===== src/hw/rtl/smm_pkg.sv =====
package smm_pkg;

  localparam logic signed [31:0] S32_MIN = 32'sh8000_0000;
  localparam logic signed [31:0] S32_MAX = 32'sh7FFF_FFFF;

  localparam logic FUNC_TICK    = 1'b0;
  localparam logic FUNC_SET_VEL = 1'b1;

  typedef enum logic [2:0] {
    REG_CONST_FORCE_X   = 3'd0,
    REG_CONST_FORCE_Y   = 3'd1,
    REG_SPRING_CENTER_X = 3'd2,
    REG_SPRING_CENTER_Y = 3'd3,
    REG_SPRING_K        = 3'd4,
    REG_INVERSE_MASS    = 3'd5,
    REG_Y_FLOOR         = 3'd6,
    REG_Y_CEILING       = 3'd7
  } cfg_idx_t;

  typedef enum logic [3:0] {
    ST_IDLE,
    ST_OFF,
    ST_MK,
    ST_FORCE,
    ST_MM,
    ST_ACCL,
    ST_MT,
    ST_VEL,
    ST_DMUL,
    ST_DSAT,
    ST_NY,
    ST_CLAMP,
    ST_DONE
  } state_t;

  typedef enum logic [1:0] {
    SEL_X,
    SEL_Y,
    SEL_Z
  } sel_t;

  typedef struct packed {
    logic               func;
    logic [15:0]        time_step;
    logic signed [31:0] pos_x;
    logic signed [31:0] pos_y;
    logic signed [31:0] new_vel_x;
    logic signed [31:0] new_vel_y;
    logic signed [31:0] new_vel_z;
  } in_req_t;

  typedef struct packed {
    logic signed [31:0] delta_x;
    logic signed [31:0] delta_y;
    logic signed [31:0] delta_z;
    logic               moved;
  } out_res_t;

  typedef struct packed {
    logic signed [31:0] const_force_x;
    logic signed [31:0] const_force_y;
    logic signed [31:0] spring_center_x;
    logic signed [31:0] spring_center_y;
    logic [30:0]        spring_k;
    logic [30:0]        inverse_mass;
    logic signed [31:0] y_floor;
    logic signed [31:0] y_ceiling;
  } cfg_t;

  typedef struct packed {
    logic               mul_en;
    logic signed [31:0] mul_a;
    logic [30:0]        mul_b;
    logic signed [31:0] add_a;
    logic signed [31:0] add_b;
    logic               add_sub;
    logic               use_scaled;
  } alu_ctl_t;

endpackage


===== src/hw/rtl/smm_seq.sv =====
module smm_seq
  import smm_pkg::*;
(
  input  logic               clk,
  input  logic               rst_n,
  input  cfg_t               cfg,
  input  logic               in_valid,
  output logic               in_stall,
  input  in_req_t            in_req,
  output logic               out_valid,
  input  logic               out_stall,
  output out_res_t           out_res,
  output alu_ctl_t           alu_ctl,
  input  logic signed [31:0] alu_scaled,
  input  logic signed [31:0] alu_sum
);

  state_t             state_r, state_nxt;
  sel_t               sel_r, sel_nxt;
  in_req_t            req_r, req_nxt;
  logic signed [31:0] acc_r, acc_nxt;
  logic signed [31:0] vel_x_r, vel_x_nxt;
  logic signed [31:0] vel_y_r, vel_y_nxt;
  logic signed [31:0] vel_z_r, vel_z_nxt;
  logic signed [31:0] dx_r, dx_nxt;
  logic signed [31:0] dy_r, dy_nxt;
  logic signed [31:0] dz_r, dz_nxt;
  logic               out_valid_r, out_valid_nxt;
  out_res_t           out_res_r, out_res_nxt;

  logic signed [31:0] pos_sel;
  logic signed [31:0] cen_sel;
  logic signed [31:0] cf_sel;
  logic signed [31:0] vel_sel;
  logic               below;
  logic               above;

  assign in_stall  = (state_r != ST_IDLE);
  assign out_valid = out_valid_r;
  assign out_res   = out_res_r;

  always_comb begin
    unique case (sel_r)
      SEL_X: begin
        pos_sel = req_r.pos_x;
        cen_sel = cfg.spring_center_x;
        cf_sel  = cfg.const_force_x;
        vel_sel = vel_x_r;
      end
      SEL_Y: begin
        pos_sel = req_r.pos_y;
        cen_sel = cfg.spring_center_y;
        cf_sel  = cfg.const_force_y;
        vel_sel = vel_y_r;
      end
      default: begin
        pos_sel = req_r.pos_y;
        cen_sel = cfg.spring_center_y;
        cf_sel  = cfg.const_force_y;
        vel_sel = vel_z_r;
      end
    endcase
  end

  assign below = (cfg.y_floor != S32_MIN) && (acc_r < cfg.y_floor);
  assign above = (cfg.y_ceiling != S32_MAX) && (acc_r > cfg.y_ceiling);

  always_comb begin
    state_nxt     = state_r;
    sel_nxt       = sel_r;
    req_nxt       = req_r;
    acc_nxt       = acc_r;
    vel_x_nxt     = vel_x_r;
    vel_y_nxt     = vel_y_r;
    vel_z_nxt     = vel_z_r;
    dx_nxt        = dx_r;
    dy_nxt        = dy_r;
    dz_nxt        = dz_r;
    out_valid_nxt = out_valid_r && out_stall;
    out_res_nxt   = out_res_r;
    alu_ctl       = '0;

    unique case (state_r)
      ST_IDLE: begin
        if (in_valid) begin
          req_nxt = in_req;
          if (in_req.func == FUNC_SET_VEL) begin
            vel_x_nxt = in_req.new_vel_x;
            vel_y_nxt = in_req.new_vel_y;
            vel_z_nxt = in_req.new_vel_z;
          end else begin
            sel_nxt   = SEL_X;
            state_nxt = ST_OFF;
          end
        end
      end
      ST_OFF: begin
        alu_ctl.add_a   = pos_sel;
        alu_ctl.add_b   = cen_sel;
        alu_ctl.add_sub = 1'b1;
        acc_nxt         = alu_sum;
        state_nxt       = ST_MK;
      end
      ST_MK: begin
        alu_ctl.mul_en = 1'b1;
        alu_ctl.mul_a  = acc_r;
        alu_ctl.mul_b  = cfg.spring_k;
        state_nxt      = ST_FORCE;
      end
      ST_FORCE: begin
        alu_ctl.add_a      = cf_sel;
        alu_ctl.add_sub    = 1'b1;
        alu_ctl.use_scaled = 1'b1;
        acc_nxt            = alu_sum;
        state_nxt          = ST_MM;
      end
      ST_MM: begin
        alu_ctl.mul_en = 1'b1;
        alu_ctl.mul_a  = acc_r;
        alu_ctl.mul_b  = cfg.inverse_mass;
        state_nxt      = ST_ACCL;
      end
      ST_ACCL: begin
        acc_nxt   = alu_scaled;
        state_nxt = ST_MT;
      end
      ST_MT: begin
        alu_ctl.mul_en = 1'b1;
        alu_ctl.mul_a  = acc_r;
        alu_ctl.mul_b  = {15'd0, req_r.time_step};
        state_nxt      = ST_VEL;
      end
      ST_VEL: begin
        alu_ctl.add_a      = vel_sel;
        alu_ctl.use_scaled = 1'b1;
        if (sel_r == SEL_Y) begin
          vel_y_nxt = alu_sum;
          sel_nxt   = SEL_X;
          state_nxt = ST_DMUL;
        end else begin
          vel_x_nxt = alu_sum;
          sel_nxt   = SEL_Y;
          state_nxt = ST_OFF;
        end
      end
      ST_DMUL: begin
        alu_ctl.mul_en = 1'b1;
        alu_ctl.mul_a  = vel_sel;
        alu_ctl.mul_b  = {15'd0, req_r.time_step};
        state_nxt      = ST_DSAT;
      end
      ST_DSAT: begin
        unique case (sel_r)
          SEL_X: begin
            dx_nxt    = alu_scaled;
            sel_nxt   = SEL_Y;
            state_nxt = ST_DMUL;
          end
          SEL_Y: begin
            dy_nxt    = alu_scaled;
            sel_nxt   = SEL_Z;
            state_nxt = ST_DMUL;
          end
          default: begin
            dz_nxt    = alu_scaled;
            state_nxt = ST_NY;
          end
        endcase
      end
      ST_NY: begin
        alu_ctl.add_a = req_r.pos_y;
        alu_ctl.add_b = dy_r;
        acc_nxt       = alu_sum;
        state_nxt     = ST_CLAMP;
      end
      ST_CLAMP: begin
        // floor has priority over ceiling
        alu_ctl.add_a   = below ? cfg.y_floor : cfg.y_ceiling;
        alu_ctl.add_b   = req_r.pos_y;
        alu_ctl.add_sub = 1'b1;
        if (below || above) begin
          dy_nxt = alu_sum;
        end
        state_nxt = ST_DONE;
      end
      ST_DONE: begin
        if (!out_valid_r || !out_stall) begin
          out_valid_nxt       = 1'b1;
          out_res_nxt.delta_x = dx_r;
          out_res_nxt.delta_y = dy_r;
          out_res_nxt.delta_z = dz_r;
          out_res_nxt.moved   = (dx_r != 32'sd0) || (dy_r != 32'sd0);
          state_nxt           = ST_IDLE;
        end
      end
      default: begin
        state_nxt = ST_IDLE;
      end
    endcase
  end

  always_ff @(posedge clk) begin
    if (!rst_n) begin
      state_r     <= ST_IDLE;
      sel_r       <= SEL_X;
      out_valid_r <= 1'b0;
      vel_x_r     <= '0;
      vel_y_r     <= '0;
      vel_z_r     <= '0;
    end else begin
      state_r     <= state_nxt;
      sel_r       <= sel_nxt;
      out_valid_r <= out_valid_nxt;
      vel_x_r     <= vel_x_nxt;
      vel_y_r     <= vel_y_nxt;
      vel_z_r     <= vel_z_nxt;
    end
  end

  always_ff @(posedge clk) begin
    req_r     <= req_nxt;
    acc_r     <= acc_nxt;
    dx_r      <= dx_nxt;
    dy_r      <= dy_nxt;
    dz_r      <= dz_nxt;
    out_res_r <= out_res_nxt;
  end

  a_set_vel_loads: assert property (@(posedge clk) disable iff (!rst_n)
    (state_r == ST_IDLE && in_valid && in_req.func == FUNC_SET_VEL) |=>
      (state_r == ST_IDLE && vel_x_r == $past(in_req.new_vel_x) &&
       vel_z_r == $past(in_req.new_vel_z)))
    else $error("set velocity request not loaded");

  a_done_delivers: assert property (@(posedge clk) disable iff (!rst_n)
    (state_r == ST_DONE && !(out_valid_r && out_stall)) |=>
      (out_valid_r && state_r == ST_IDLE))
    else $error("finished tick not presented");

  a_vel_z_held: assert property (@(posedge clk) disable iff (!rst_n)
    (state_r != ST_IDLE) |=> (vel_z_r == $past(vel_z_r)))
    else $error("z velocity changed during a tick");

endmodule


===== config.mk =====
export PLATFORM = sky130hd
export DESIGN_NAME = smm_seq
export DESIGN_NICKNAME = d
export VERILOG_FILES = /design/src/hw/rtl/smm_pkg.sv /design/src/hw/rtl/smm_seq.sv
export SDC_FILE = /design/constraint.sdc
export NUM_CORES = 1
export LEC_CHECK = 0
export BUFFER_PORTS_ARGS = -buffer_cell sky130_fd_sc_hd__buf_2
export CAP_MARGIN = 20
export CORE_AREA = 2 2 285 287
export DETAILED_ROUTE_END_ITERATION = 8
export DIE_AREA = 0 0 287 289
export PLACE_DENSITY = 0.45
export REMOVE_ABC_BUFFERS = 1
export SETUP_SLACK_MARGIN = 0.5
export SYNTH_ARGS = -nofsm -noshare
export SYNTH_HDL_FRONTEND = slang
export SYNTH_SLANG_ARGS = --single-unit

===== constraint.sdc =====
create_clock -name clk -period 11.2 [get_ports clk]
set_clock_uncertainty 0.1 [all_clocks]
set_input_delay 2.8 -clock clk [delete_from_list [all_inputs] [get_ports clk]]
set_output_delay 2.8 -clock clk [all_outputs]
set_load 0.02 [all_outputs]

==> flow_summary_export.csv <==
group,metric,value,unit
status,status,"completed",
sta,setup_violations,0,
floorplan,start_util,0.249,
route,drt-pass1-iter-count,5,
layout,post-route-util,0.334,
critical_path,path_class,"input port to output port",
grt,grt.busiest_layer,"met2",
clock_network,clk_pin_slew,0.06,ns
clock_network,cts_made_buffers,52,
sta,min_period,9.26,ns
grt,gr-usage-met1,0.305,
sta,tightest_slew,1.07,ns
logic_synthesis,syn_inst,1890,
critical_path,cp-start-kind,"input port",
grt,grt_pass1_wl,146,mm
sta,fin_tns_setup,0,ns
route,drc_errors,0,
floorplan,rows,104,
route,wl_per_cell,29.0,um
sta,slew_headroom,0.281,
sta,hold_ws,0.315,ns
clock_network,postCtsSetupBuffers,0,
logic_synthesis,synth_cell_types,52,
placed_design,gp_congestion,0.931,
layout,num-fill-cells,8336,
clock_network,tritoncts,"built",
sta,rsz0062_at_grt,"false",
critical_path,required,8.30,ns
grt,grt_pass1_vias,19500,
critical_path,crit_arrival,6.36,ns
layout,finalNetCount,3150,
power,p_leak,0.0110,uW
critical_path,endpoint_kind,"output port",
layout,multi_input_area,0.00799,mm^2
route,drtIter0Drc,1669,
placed_design,dp_hpwl,80.1,mm
grt,grt_max_degree,65,
clock_network,cts-root-buf,"clkbuf_16",
clock_network,cts_buffer_depth,3,
route,dr_total_vias,19000,
sta,maxSlewViolCount,0,
layout,postLayoutCellArea,0.0267,mm^2
layout,finalNonFillerCells,3708,
placed_design,dpl-instance-area,0.0249,mm^2
grt,grt_use_met3,0.0491,
run,drv_cap,0,
sta,fin_crit_sh,0.826,
route,viasPerCell,5.12,
power,peakVddDrop,143,uV
clock_network,htree_num_levels,2,
grt,grt_use_total,0.251,
power,p_per_area,158,mW/mm^2
sta,max_freq,0.108,GHz
clock_network,ctsResizeCount,0,
layout,drive_gt1_frac,0.362,
placed_design,port_buffers,727,
hold_path,hp-class,"flop to flop",
layout,syn_to_final_growth,34.0,%
floorplan,dieArea,0.0829,mm^2
layout,regArea,0.0112,mm^2
logic_synthesis,syn_area,0.0199,mm^2
grt,antenna_found_initial,24,
clock_network,clock_latency,0.61,ns
route,postRouteAntennaNets,0,
placed_design,dp_cells,3592,
clock_network,cts.sinks,408,
logic_synthesis,yosysWarnings,0,
critical_path,crit_fanout,32,
floorplan,die_h,289,um
logic_synthesis,ys_ff_latch,408,
logic_synthesis,postSynthAreaPerCell,10.5,um^2
sta,hold_viol_final,0,
floorplan,top_level_ports,728,
grt,grt_use_met2,0.444,
grt,grt_overflow,0,
route,wl,107,mm
floorplan,coreArea,0.0799,mm^2
floorplan,die_w,287,um
logic_synthesis,yosysSeqAreaShare,0.564,
clock_network,ctsHoldBuffers,0,
[worst paths after layout]
path / cells past startpoint / to / start / slack (ns)
setup / recovery: 12 / alu_ctl[65] / cfg[57] / 1.94
hold / removal: 0 / out_res[13]$_DFFE_PP_ / dz_r[12]$_DFFE_PP_ / 0.32
hold reg to reg: 0 / out_res[13]$_DFFE_PP_ / dz_r[12]$_DFFE_PP_ / 0.32
setup reg to reg: 11 / dy_r[8]$_DFFE_PP_ / acc_r[22]$_DFFE_PP_ / 6.60
[Yosys cell counts (all sizes together)]
library cell | instances | share of area
xnor2 | 1 | 0.00044
inv | 90 | 0.017
o2111ai | 1 | 0.00044
nand2 | 309 | 0.058
mux2 | 32 | 0.018
nor4 | 28 | 0.0088
a211oi | 101 | 0.038
o211ai | 1 | 0.00038
dfxtp | 103 | 0.10
a21o | 8 | 0.0030
ha | 63 | 0.040
o21bai | 1 | 0.00038
nor2b | 2 | 0.00063
or4 | 1 | 0.00038
or4b | 1 | 0.00050
o211a | 1 | 0.00050
a221o | 33 | 0.017
a2111oi | 2 | 0.00088
or2 | 1 | 0.00031
nand3 | 6 | 0.0015
a222oi | 16 | 0.0081
mux2i | 32 | 0.016
o311a | 2 | 0.0010
edfxtp | 305 | 0.46
nand2b | 2 | 0.00063
and2 | 34 | 0.011
or3 | 3 | 0.00094
o311ai | 32 | 0.025
nand4 | 56 | 0.018
o22ai | 2 | 0.00063
a21oi | 181 | 0.046
o21ai | 80 | 0.020
a221oi | 5 | 0.0022
a31o | 1 | 0.00044
and3 | 4 | 0.0013
a22o | 15 | 0.0066
clkbuf | 113 | 0.021
nor2 | 157 | 0.030
nor3 | 10 | 0.0025
o21a | 1 | 0.00038
a22oi | 33 | 0.012
o41ai | 1 | 0.00044
and4 | 1 | 0.00044
a211o | 2 | 0.00088
buf | 17 | 0.0046
[kinds of logic (layout without fill, tap and decap cells)]
logic type | Yosys count | in the layout | share of synthesized area
AOI/OAI and AO/OA | 519 | 519 | 0.184
and+or+nand+nor | 615 | 615 | 0.134
buffers and inverters | 220 | 960 | 0.0429
xor gates and xnor gates | 1 | 1 | 0.000440
muxes | 64 | 64 | 0.0342
DFF | 408 | 408 | 0.564
adders and majority gates | 63 | 63 | 0.0396
other | 0 | 18 | 0
[through the flow]
stage          setup slack, ns  power (uW)
2_1_floorplan            0.851        2160
3_3_place_gp              1.98        2530
3_5_place_dp              1.93        2540
4_1_cts                   1.92        4260
5_1_grt                   1.75        4390
6_report                  1.94        4220
[worst max-delay path, cell delays in order]
cell,delay (ns)
buf_2,0.13
inv_1,0.10
ha_1,0.32
a21oi_1,0.17
nor2_1,0.05
a211oi_1,0.27
o21ai_0,0.34
a211o_1,0.43
or4b_2,0.64
and2_4,0.41
o311ai_0,0.42
buf_2,0.24
[report_power, final]
group / internal, uW / total (uW) / switching, uW
clock network: 1020 / 1720 / 701
logic: 251 / 737 / 485
registers: 1710 / 1770 / 56.7
[area by class of cell]
type	instances	share of cell area
diodes	18	0.00169
clock buffers	66	0.0535
clock inverters	30	0.0115
inverters	90	0.0127
multi-input cells	1262	0.300
flip-flops and latches	408	0.421
well taps	1060	0.0497
repair buffers	774	0.150
[cell usage in the layout, fill, tap and decap left out, drive strengths merged, types with 67 or more instances in the layout]
| master | instances |
|---|---|
| a211oi | 101 |
| a21oi | 181 |
| buf | 773 |
| clkbuf | 67 |
| dfxtp | 103 |
| edfxtp | 305 |
| inv | 92 |
| nand2 | 309 |
| nor2 | 157 |
| o21ai | 80 |
[per-layer routing]
metal | part of all wire | vias to the layer above
met1 | 0.40 | 9294
met5 | 0.00064 | -
met3 | 0.073 | 156
li1 | - | 8478
met2 | 0.50 | 1027
met4 | 0.025 | 12
[registers in the layout, summed over array words and instances, names as in the netlist, 32 cells and up]
name / flops
out_res: 97
dz_r: 32
req_r: 80
acc_r: 32
vel_x_r: 32
vel_y_r: 32
dx_r: 32
dy_r: 32
vel_z_r: 32
Power figures use the tool's default switching activity.
